===== src/rtl/edd_pkg.sv =====
// Shared constants, types and a helper function for the edit distance engine.
package edd_pkg;

   localparam int MAX_REF_LEN  = 64;
   localparam int RefLenWidth  = $clog2(MAX_REF_LEN + 1);
   localparam int RefAddrWidth = (MAX_REF_LEN > 1) ? $clog2(MAX_REF_LEN) : 1;
   localparam int CharWidth    = 8;
   localparam int DistWidth    = 16;

   localparam logic [DistWidth-1:0] DIST_MAX = '1;

   typedef enum logic [1:0] {
      OP_CLEAR        = 2'd0,
      OP_REF_APPEND   = 2'd1,
      OP_QUERY_APPEND = 2'd2,
      OP_FINISH       = 2'd3
   } op_type;

   typedef struct packed {
      logic                    ref_wr;
      logic [RefAddrWidth-1:0] ref_wr_addr;
      logic                    rd_en;
      logic [RefAddrWidth-1:0] rd_addr;
      logic                    q_start;
      logic                    q_step;
      logic [RefAddrWidth-1:0] col_wr_addr;
      logic                    q_clear;
      logic                    ovf_set;
      logic                    ovf_clear;
      logic                    load_rsp;
      logic [RefLenWidth-1:0]  ref_len;
   } cmd_type;

   typedef struct packed {
      logic rsp_busy;
   } sts_type;

   function automatic logic [DistWidth-1:0] sat_inc(input logic [DistWidth-1:0] v);
      return (v == DIST_MAX) ? v : v + DistWidth'(1);
   endfunction

endpackage


===== src/rtl/edd_if.sv =====
// Valid/ready channel interfaces for request and response beats.
interface edd_req_if;
   import edd_pkg::*;

   logic                 valid;
   logic                 ready;
   op_type               operation;
   logic [CharWidth-1:0] char_value;

   modport source (output valid, output operation, output char_value, input ready);
   modport sink (input valid, input operation, input char_value, output ready);
endinterface

interface edd_rsp_if;
   import edd_pkg::*;

   logic                 valid;
   logic                 ready;
   logic [DistWidth-1:0] distance;
   logic                 reference_truncated;

   modport source (output valid, output distance, output reference_truncated, input ready);
   modport sink (input valid, input distance, input reference_truncated, output ready);
endinterface


===== src/rtl/edd_ctrl.sv =====
// Controller state machine that sequences reference updates and column sweeps.
module edd_ctrl (
   input  logic             clock,
   input  logic             reset,
   input  logic             req_valid,
   output logic             req_ready,
   input  edd_pkg::op_type  req_op,
   input  edd_pkg::sts_type sts,
   output edd_pkg::cmd_type cmd
);
   import edd_pkg::*;

   typedef enum logic [1:0] {
      ST_IDLE,
      ST_RUN,
      ST_FIN
   } state_type;

   state_type              state_ff;
   logic [RefLenWidth-1:0] ref_len_ff;
   logic [RefLenWidth-1:0] idx_ff;
   logic [RefLenWidth-1:0] idx_plus;
   logic [RefLenWidth-1:0] last_idx;
   logic                   accept;
   logic                   ref_room;
   logic                   ref_empty;

   assign req_ready = (state_ff == ST_IDLE);
   assign accept    = req_valid && (state_ff == ST_IDLE);
   assign idx_plus  = idx_ff + RefLenWidth'(1);
   assign last_idx  = ref_len_ff - RefLenWidth'(1);
   assign ref_room  = (ref_len_ff < RefLenWidth'(MAX_REF_LEN));
   assign ref_empty = (ref_len_ff == '0);

   always_comb begin
      cmd             = '0;
      cmd.ref_len     = ref_len_ff;
      cmd.ref_wr_addr = ref_len_ff[RefAddrWidth-1:0];
      cmd.col_wr_addr = idx_ff[RefAddrWidth-1:0];
      case (state_ff)
         ST_IDLE: begin
            if (accept) begin
               case (req_op)
                  OP_CLEAR: begin
                     cmd.ovf_clear = 1'b1;
                     cmd.q_clear   = 1'b1;
                  end
                  OP_REF_APPEND: begin
                     if (ref_room) begin
                        cmd.ref_wr  = 1'b1;
                        cmd.q_clear = 1'b1;
                     end else begin
                        cmd.ovf_set = 1'b1;
                     end
                  end
                  OP_QUERY_APPEND: begin
                     cmd.q_start = 1'b1;
                     cmd.rd_en   = !ref_empty;
                     cmd.rd_addr = '0;
                  end
                  OP_FINISH: begin
                     cmd.rd_en   = !ref_empty;
                     cmd.rd_addr = last_idx[RefAddrWidth-1:0];
                  end
                  default: begin
                  end
               endcase
            end
         end
         ST_RUN: begin
            cmd.q_step  = 1'b1;
            cmd.rd_en   = (idx_ff != last_idx);
            cmd.rd_addr = idx_plus[RefAddrWidth-1:0];
         end
         ST_FIN: begin
            if (!sts.rsp_busy) begin
               cmd.load_rsp = 1'b1;
               cmd.q_clear  = 1'b1;
            end
         end
         default: begin
         end
      endcase
   end

   always_ff @(posedge clock) begin
      if (reset) begin
         state_ff   <= ST_IDLE;
         ref_len_ff <= '0;
         idx_ff     <= '0;
      end else begin
         case (state_ff)
            ST_IDLE: begin
               if (accept) begin
                  case (req_op)
                     OP_CLEAR: begin
                        ref_len_ff <= '0;
                     end
                     OP_REF_APPEND: begin
                        if (ref_room) begin
                           ref_len_ff <= ref_len_ff + RefLenWidth'(1);
                        end
                     end
                     OP_QUERY_APPEND: begin
                        idx_ff <= '0;
                        if (!ref_empty) begin
                           state_ff <= ST_RUN;
                        end
                     end
                     OP_FINISH: begin
                        state_ff <= ST_FIN;
                     end
                     default: begin
                     end
                  endcase
               end
            end
            ST_RUN: begin
               idx_ff <= idx_plus;
               if (idx_ff == last_idx) begin
                  state_ff <= ST_IDLE;
               end
            end
            ST_FIN: begin
               if (!sts.rsp_busy) begin
                  state_ff <= ST_IDLE;
               end
            end
            default: begin
               state_ff <= ST_IDLE;
            end
         endcase
      end
   end

endmodule


===== src/rtl/edd_datapath.sv =====
// Datapath with the reference and column memories, the cell update and the result register.
module edd_datapath (
   input  logic                            clock,
   input  logic                            reset,
   input  logic [edd_pkg::CharWidth-1:0]   req_char,
   input  edd_pkg::cmd_type                cmd,
   output edd_pkg::sts_type                sts,
   input  logic                            rsp_ready,
   output logic                            rsp_valid,
   output logic [edd_pkg::DistWidth-1:0]   rsp_distance,
   output logic                            rsp_truncated
);
   import edd_pkg::*;

   logic [CharWidth-1:0] ref_mem [MAX_REF_LEN];
   logic [DistWidth-1:0] col_mem [MAX_REF_LEN];

   logic [DistWidth-1:0] q_ff;
   logic                 ovf_ff;
   logic                 fresh_ff;
   logic [CharWidth-1:0] char_ff;
   logic [DistWidth-1:0] diag_ff;
   logic [DistWidth-1:0] left_ff;
   logic [DistWidth-1:0] col_rd_ff;
   logic [CharWidth-1:0] ref_rd_ff;
   logic                 rsp_valid_ff;
   logic [DistWidth-1:0] rsp_distance_ff;
   logic                 rsp_truncated_ff;

   logic [DistWidth-1:0] fresh_val;
   logic [DistWidth-1:0] old_val;
   logic [DistWidth:0]   diag_sum;
   logic [DistWidth-1:0] diag_val;
   logic [DistWidth-1:0] up_val;
   logic [DistWidth-1:0] left_val;
   logic [DistWidth-1:0] min_a;
   logic [DistWidth-1:0] new_val;
   logic [DistWidth-1:0] fin_val;

   assign fresh_val = DistWidth'(cmd.col_wr_addr) + DistWidth'(1);
   assign old_val   = fresh_ff ? fresh_val : col_rd_ff;
   assign diag_sum  = {1'b0, diag_ff} + {{DistWidth{1'b0}}, (ref_rd_ff != char_ff)};
   assign diag_val  = diag_sum[DistWidth] ? DIST_MAX : diag_sum[DistWidth-1:0];
   assign up_val    = sat_inc(old_val);
   assign left_val  = sat_inc(left_ff);
   assign min_a     = (up_val < left_val) ? up_val : left_val;
   assign new_val   = (min_a < diag_val) ? min_a : diag_val;

   always_comb begin
      if (q_ff == '0) begin
         fin_val = DistWidth'(cmd.ref_len);
      end else if (cmd.ref_len == '0) begin
         fin_val = q_ff;
      end else begin
         fin_val = col_rd_ff;
      end
   end

   assign sts.rsp_busy  = rsp_valid_ff && !rsp_ready;
   assign rsp_valid     = rsp_valid_ff;
   assign rsp_distance  = rsp_distance_ff;
   assign rsp_truncated = rsp_truncated_ff;

   always_ff @(posedge clock) begin
      if (cmd.ref_wr) begin
         ref_mem[cmd.ref_wr_addr] <= req_char;
      end
      if (cmd.q_step) begin
         col_mem[cmd.col_wr_addr] <= new_val;
      end
      if (cmd.rd_en) begin
         col_rd_ff <= col_mem[cmd.rd_addr];
         ref_rd_ff <= ref_mem[cmd.rd_addr];
      end
   end

   always_ff @(posedge clock) begin
      if (cmd.q_start) begin
         fresh_ff <= (q_ff == '0);
         char_ff  <= req_char;
         diag_ff  <= q_ff;
         left_ff  <= sat_inc(q_ff);
      end else if (cmd.q_step) begin
         diag_ff <= old_val;
         left_ff <= new_val;
      end
      if (cmd.load_rsp) begin
         rsp_distance_ff  <= fin_val;
         rsp_truncated_ff <= ovf_ff;
      end
   end

   always_ff @(posedge clock) begin
      if (reset) begin
         q_ff         <= '0;
         ovf_ff       <= 1'b0;
         rsp_valid_ff <= 1'b0;
      end else begin
         if (cmd.q_start) begin
            q_ff <= sat_inc(q_ff);
         end else if (cmd.q_clear) begin
            q_ff <= '0;
         end
         if (cmd.ovf_clear) begin
            ovf_ff <= 1'b0;
         end else if (cmd.ovf_set) begin
            ovf_ff <= 1'b1;
         end
         if (cmd.load_rsp) begin
            rsp_valid_ff <= 1'b1;
         end else if (rsp_ready) begin
            rsp_valid_ff <= 1'b0;
         end
      end
   end

endmodule


===== src/rtl/edit_distance_engine.sv =====
// Top level of the edit distance engine: controller, datapath and channel hookup.
// Clear and reference append beats complete on acceptance and leave the controller idle.
// A query byte sweeps the column for a reference of n bytes: the column memory port
// updates one distance entry per cycle, one entry for each reference byte.
// A finish beat moves to the finish state, which loads the result register once the last result is taken;
// a result that still waits for the receiver holds the finish and stalls the input.
// Synchronous reset empties the reference and query and clears the flag; no clearing pass.
module edit_distance_engine (
   input logic       clock,
   input logic       reset,
   edd_req_if.sink   req_chan,
   edd_rsp_if.source rsp_chan
);
   import edd_pkg::*;

   cmd_type cmd;
   sts_type sts;

   edd_ctrl u_ctrl (
      .clock     (clock),
      .reset     (reset),
      .req_valid (req_chan.valid),
      .req_ready (req_chan.ready),
      .req_op    (req_chan.operation),
      .sts       (sts),
      .cmd       (cmd)
   );

   edd_datapath u_datapath (
      .clock         (clock),
      .reset         (reset),
      .req_char      (req_chan.char_value),
      .cmd           (cmd),
      .sts           (sts),
      .rsp_ready     (rsp_chan.ready),
      .rsp_valid     (rsp_chan.valid),
      .rsp_distance  (rsp_chan.distance),
      .rsp_truncated (rsp_chan.reference_truncated)
   );

endmodule

===== src/flat_wrapper.sv =====
// flat-port wrapper written by rule: the top's interface ports become plain ports
module edit_distance_engine_flat import edd_pkg::*;
  (clock, reset, req_chan_valid, req_chan_operation, req_chan_char_value, req_chan_ready, rsp_chan_valid, rsp_chan_distance, rsp_chan_reference_truncated, rsp_chan_ready);
  edd_req_if req_chan_i ();
  edd_rsp_if rsp_chan_i ();
  input logic clock;
  input logic reset;
  input wire logic [$bits(req_chan_i.valid)-1:0] req_chan_valid;
  input wire logic [$bits(req_chan_i.operation)-1:0] req_chan_operation;
  input wire logic [$bits(req_chan_i.char_value)-1:0] req_chan_char_value;
  output wire logic [$bits(req_chan_i.ready)-1:0] req_chan_ready;
  output wire logic [$bits(rsp_chan_i.valid)-1:0] rsp_chan_valid;
  output wire logic [$bits(rsp_chan_i.distance)-1:0] rsp_chan_distance;
  output wire logic [$bits(rsp_chan_i.reference_truncated)-1:0] rsp_chan_reference_truncated;
  input wire logic [$bits(rsp_chan_i.ready)-1:0] rsp_chan_ready;
  assign req_chan_i.valid = req_chan_valid;
  assign req_chan_i.operation = req_chan_operation;
  assign req_chan_i.char_value = req_chan_char_value;
  assign req_chan_ready = req_chan_i.ready;
  assign rsp_chan_valid = rsp_chan_i.valid;
  assign rsp_chan_distance = rsp_chan_i.distance;
  assign rsp_chan_reference_truncated = rsp_chan_i.reference_truncated;
  assign rsp_chan_i.ready = rsp_chan_ready;
  edit_distance_engine u_core (.clock(clock), .reset(reset), .req_chan(req_chan_i), .rsp_chan(rsp_chan_i));
endmodule

===== config.mk =====
export PLATFORM = sky130hd
export DESIGN_NAME = edit_distance_engine_flat
export DESIGN_NICKNAME = d
export VERILOG_FILES = /design/src/rtl/edd_pkg.sv /design/src/rtl/edd_if.sv /design/src/rtl/edd_ctrl.sv /design/src/rtl/edd_datapath.sv /design/src/rtl/edit_distance_engine.sv /design/src/flat_wrapper.sv
export SDC_FILE = /design/constraint.sdc
export NUM_CORES = 2
export LEC_CHECK = 0
export ABC_AREA = 1
export ABC_CLOCK_PERIOD_IN_PS = 7100
export BUFFER_PORTS_ARGS = -buffer_cell sky130_fd_sc_hd__clkbuf_2
export CELL_PAD_IN_SITES_DETAIL_PLACEMENT = 0
export CELL_PAD_IN_SITES_GLOBAL_PLACEMENT = 2
export CORE_ASPECT_RATIO = 1.75
export CORE_MARGIN = 1
export CORE_UTILIZATION = 35
export CTS_CLUSTER_SIZE = 30
export DETAILED_ROUTE_END_ITERATION = 10
export PLACE_DENSITY = 0.65
export SLEW_MARGIN = 20
export SYNTH_ARGS = -nofsm -noshare
export SYNTH_HDL_FRONTEND = slang
export SYNTH_SLANG_ARGS = --single-unit

===== constraint.sdc =====
create_clock -name clock -period 7.1 [get_ports clock]
set_input_delay 1.42 -clock clock [delete_from_list [all_inputs] [get_ports clock]]
set_output_delay 1.42 -clock clock [all_outputs]
set_load 0.005 [all_outputs]

==> flow_metrics.env <==
export IMPL_finClkSkew_ns=0.0815
export IMPL_synth_cell_type_count=48
export IMPL_cts_tree="yes"
export IMPL_dp_slack_ns=0.209
export IMPL_drtPass1Iterations=6
export IMPL_min_period_over_period_pct=92.0
export IMPL_nNetsFinal=5398
export IMPL_slowest_stage="edfxtp_1"
export IMPL_dpl_hpwl_mm=141
export IMPL_dr_max_layer_used="met5"
export IMPL_routabilityCongestion=0.888
export IMPL_core_um2=192000
export IMPL_yosysWarnings=0
export IMPL_grt_max_degree=145
export IMPL_crit_path_start_kind="register"
export IMPL_cts_buffer_depth=4
export IMPL_cts_root_buf="clkbuf_16"
export IMPL_synth_cells=5313
export IMPL_rsz0062_at_grt="false"
export IMPL_dr_total_vias=44202
export IMPL_cts_buffers=166
export IMPL_crit_path_frequent_cell="buf_4"
export IMPL_hold_class="register to register"
export IMPL_seq_area_frac_synth_pct=72.9
export IMPL_syn_to_final_growth_pct=14.0
export IMPL_path_delay_family="simple AND/OR/NAND/NOR gates"
export IMPL_cp_slowest_stage_delay_ns=0.45
export IMPL_reg2regPathDepth=36
export IMPL_endpoint_kind="register"
export IMPL_track_usage_pct=23.2
export IMPL_antenna_found_initial=7
export IMPL_initial_core_util_pct=35.2
export IMPL_cts_sinks=1652
export IMPL_syn_cell_area_um2=67600
export IMPL_worst_pin_slew_ns=1.11
export IMPL_routed_wl_mm=230
export IMPL_grt_pass1_vias=43567
export IMPL_worst_setup_path_type="register to register"
export IMPL_grt_overflow_total=0
export IMPL_synth_avg_cell_area_um2=12.7
export IMPL_initialDrtViolationCount=3380
export IMPL_worstPathArrival_ns=7.10
export IMPL_wire_per_inst_um=28.6
export IMPL_yosys_register_bits=1652
export IMPL_die_h_um=583
export IMPL_status="completed"
export IMPL_slew_headroom_pct=25.6
export IMPL_cts_reportedPaths_clkPinSlew_ns=0.07
export IMPL_rows=213
export IMPL_required_ns=7.67
export IMPL_timing_hold_ws_ns=0.491
export IMPL_hold_depth=2
export IMPL_dieWidth_um=334
export IMPL_critPathBufInv=11
export IMPL_max_freq_ghz=0.153
export IMPL_viasPerCell=5.50
export IMPL_port_buffers=32
export IMPL_clk_latency_ns=0.83
export IMPL_crit_cells=36
export IMPL_final_hold_violation_count=0
export IMPL_fin_setup_tns_ns=0
export IMPL_setup_viol=0
export IMPL_synth_fp_nets=5366
export IMPL_wl_met3_mm=8.84
export IMPL_boundaryPins=33
export IMPL_die_area_um2=195000
export IMPL_final_antenna_net_count=0
export IMPL_fin_ws_ns=0.567
export IMPL_fin_crit_ns=6.53
export IMPL_critical_path_max_fanout=48
export IMPL_max_vdd_ir_drop_mv=0.175
export IMPL_grt_pass1_wl_mm=324
export IMPL_h_tree_depth=4
export IMPL_dr_wl_met2_mm=124
export IMPL_p_total_mw=21.7
export IMPL_leakagePower_nw=24.2
export IMPL_cap_viol_max_count=0
export IMPL_drive_above_1_share_pct=10.2
export IMPL_slew_violations=0
export IMPL_p_per_area_nw_per_um2=281
export IMPL_wl_met1_mm=85.8
export IMPL_final_util_pct=40.1
export IMPL_drcViolationCount=0
export IMPL_ctsHoldBuffers=0
placed cells by master (no fill, tap or decap), types with 8 or more instances in the layout:
cell       count
edfxtp_1    1618
nor2_1       948
o21ai_0      835
nand2_1      239
nand3_1      229
o211ai_1     202
o22ai_1      195
o221ai_1     192
clkbuf_16    169
buf_4        151
inv_1        131
a21oi_1       55
buf_12        43
ha_1          39
clkinv_1      38
clkbuf_1      36
nor2_4        34
dfxtp_1       34
clkbuf_2      32
clkinv_2      27
xor2_1        24
nand4_1       20
xnor2_1       18
nor2_2        16
nor3_1        14
and2_2        14
inv_2          9
bufinv_16      9
a211oi_1       8
metrics by stage:
stage	instance area, µm²	instances
floorplan	67600	5313
global placement	71900	7753
detailed placement	72000	7753
CTS	77000	8038
global route	77000	8043
finish	77000	8044
repair_timing:
item	CTS	global route
hold endpoints to repair	0	0
resized for setup	0	7
setup buffers	0	3
setup endpoints to repair	0	1040
layout make-up:
class,instances,area [µm²]
timing repair buffer,227,2180
multi-input combinational,3148,16800
tap,2580,3230
inverter,150,584
clock buffer,206,4370
fill,18034,115000
antenna,2,5.00
clock inverter,79,646
sequential,1652,49300
Yosys cell counts (all sizes together):
library cell / count / area share, %
xnor2: 19 / 0.25
o21bai: 1 / 0.011
a21oi: 56 / 0.41
nand4: 21 / 0.20
ha: 39 / 0.72
a211oi: 8 / 0.089
buf: 27 / 0.21
nand3: 234 / 1.8
or2: 3 / 0.028
o311ai: 1 / 0.013
nor3: 19 / 0.15
o21a: 3 / 0.033
a31o: 1 / 0.013
a2111oi: 2 / 0.035
nor4: 6 / 0.056
o21ai: 844 / 6.2
mux2i: 1 / 0.015
edfxtp: 1618 / 72
xor2: 24 / 0.31
o22ai: 195 / 1.8
clkbuf: 336 / 1.9
o211ai: 202 / 2.2
o2111ai: 2 / 0.026
nor2: 998 / 5.6
a31oi: 5 / 0.046
o32ai: 2 / 0.026
nand2: 248 / 1.4
inv: 146 / 0.81
o221ai: 192 / 2.5
and2: 18 / 0.17
dfxtp: 34 / 1.0
or4: 1 / 0.011
clkinv: 4 / 0.024
o31ai: 3 / 0.033
per-layer routing:
layer	global-route usage, %	up-vias
met5	0	-
met4	10.5	6
met3	2.38	367
met2	43.6	1150
met1	26.2	22661
li1	-	20018
report_power, final:
part	leakage [nW]	switching [mW]	internal [mW]	total, mW
clock network	2.44	3.70	4.68	8.38
logic	6.86	1.64	0.562	2.20
registers	14.9	0.0282	11.1	11.1
total	24.2	5.37	16.3	21.7
worst paths after layout:
path,slack (ns),to,startpoint
hold reg to reg,0.49,u_core.u_datapath.q_ff[15]$_SDFFE_PP0P_,u_core.u_datapath.q_ff[15]$_SDFFE_PP0P_
setup reg to reg,0.57,u_core.u_datapath.col_mem[50][15]$_DFFE_PP_,u_core.u_datapath.fresh_ff$_DFFE_PP_
setup / recovery,0.57,u_core.u_datapath.col_mem[50][15]$_DFFE_PP_,u_core.u_datapath.fresh_ff$_DFFE_PP_
hold / removal,0.49,u_core.u_datapath.q_ff[15]$_SDFFE_PP0P_,u_core.u_datapath.q_ff[15]$_SDFFE_PP0P_
logic make-up after synthesis:
| kind of cell | after synthesis | synth area share, % |
|---|---|---|
| buffers and inverters | 513 | 2.91 |
| AO/OA/AOI/OAI | 1517 | 13.5 |
| XOR/XNOR | 43 | 0.557 |
| AND/OR/NAND/NOR | 1548 | 9.38 |
| multiplexers | 1 | 0.0148 |
| adder cells (fa/ha/maj) | 39 | 0.722 |
| flip-flops | 1652 | 72.9 |
registers in the layout, indices dropped and copies added (netlist names):
register and cells:
u_core.u_datapath.left_ff 16, u_core.u_datapath.rsp_distance 16, u_core.u_ctrl.idx_ff 7, u_core.u_datapath.ovf_ff 1, u_core.u_datapath.ref_rd_ff 8, u_core.u_datapath.diag_ff 16
u_core.u_datapath.rsp_valid 1, u_core.u_datapath.q_ff 16, u_core.u_ctrl.state_ff 2, u_core.u_datapath.char_ff 8, u_core.u_datapath.fresh_ff 1, u_core.u_datapath.rsp_truncated 1
u_core.u_datapath.col_rd_ff 16, u_core.u_ctrl.ref_len_ff 7, u_core.u_datapath.ref_mem 512, u_core.u_datapath.col_mem 1024
worst min-delay path: stages, from the launching register on:
cell	delay, ns
dfxtp_1	0.32
nand2_1	0.06
a21oi_1	0.06
(Power assumes the default switching activity.)
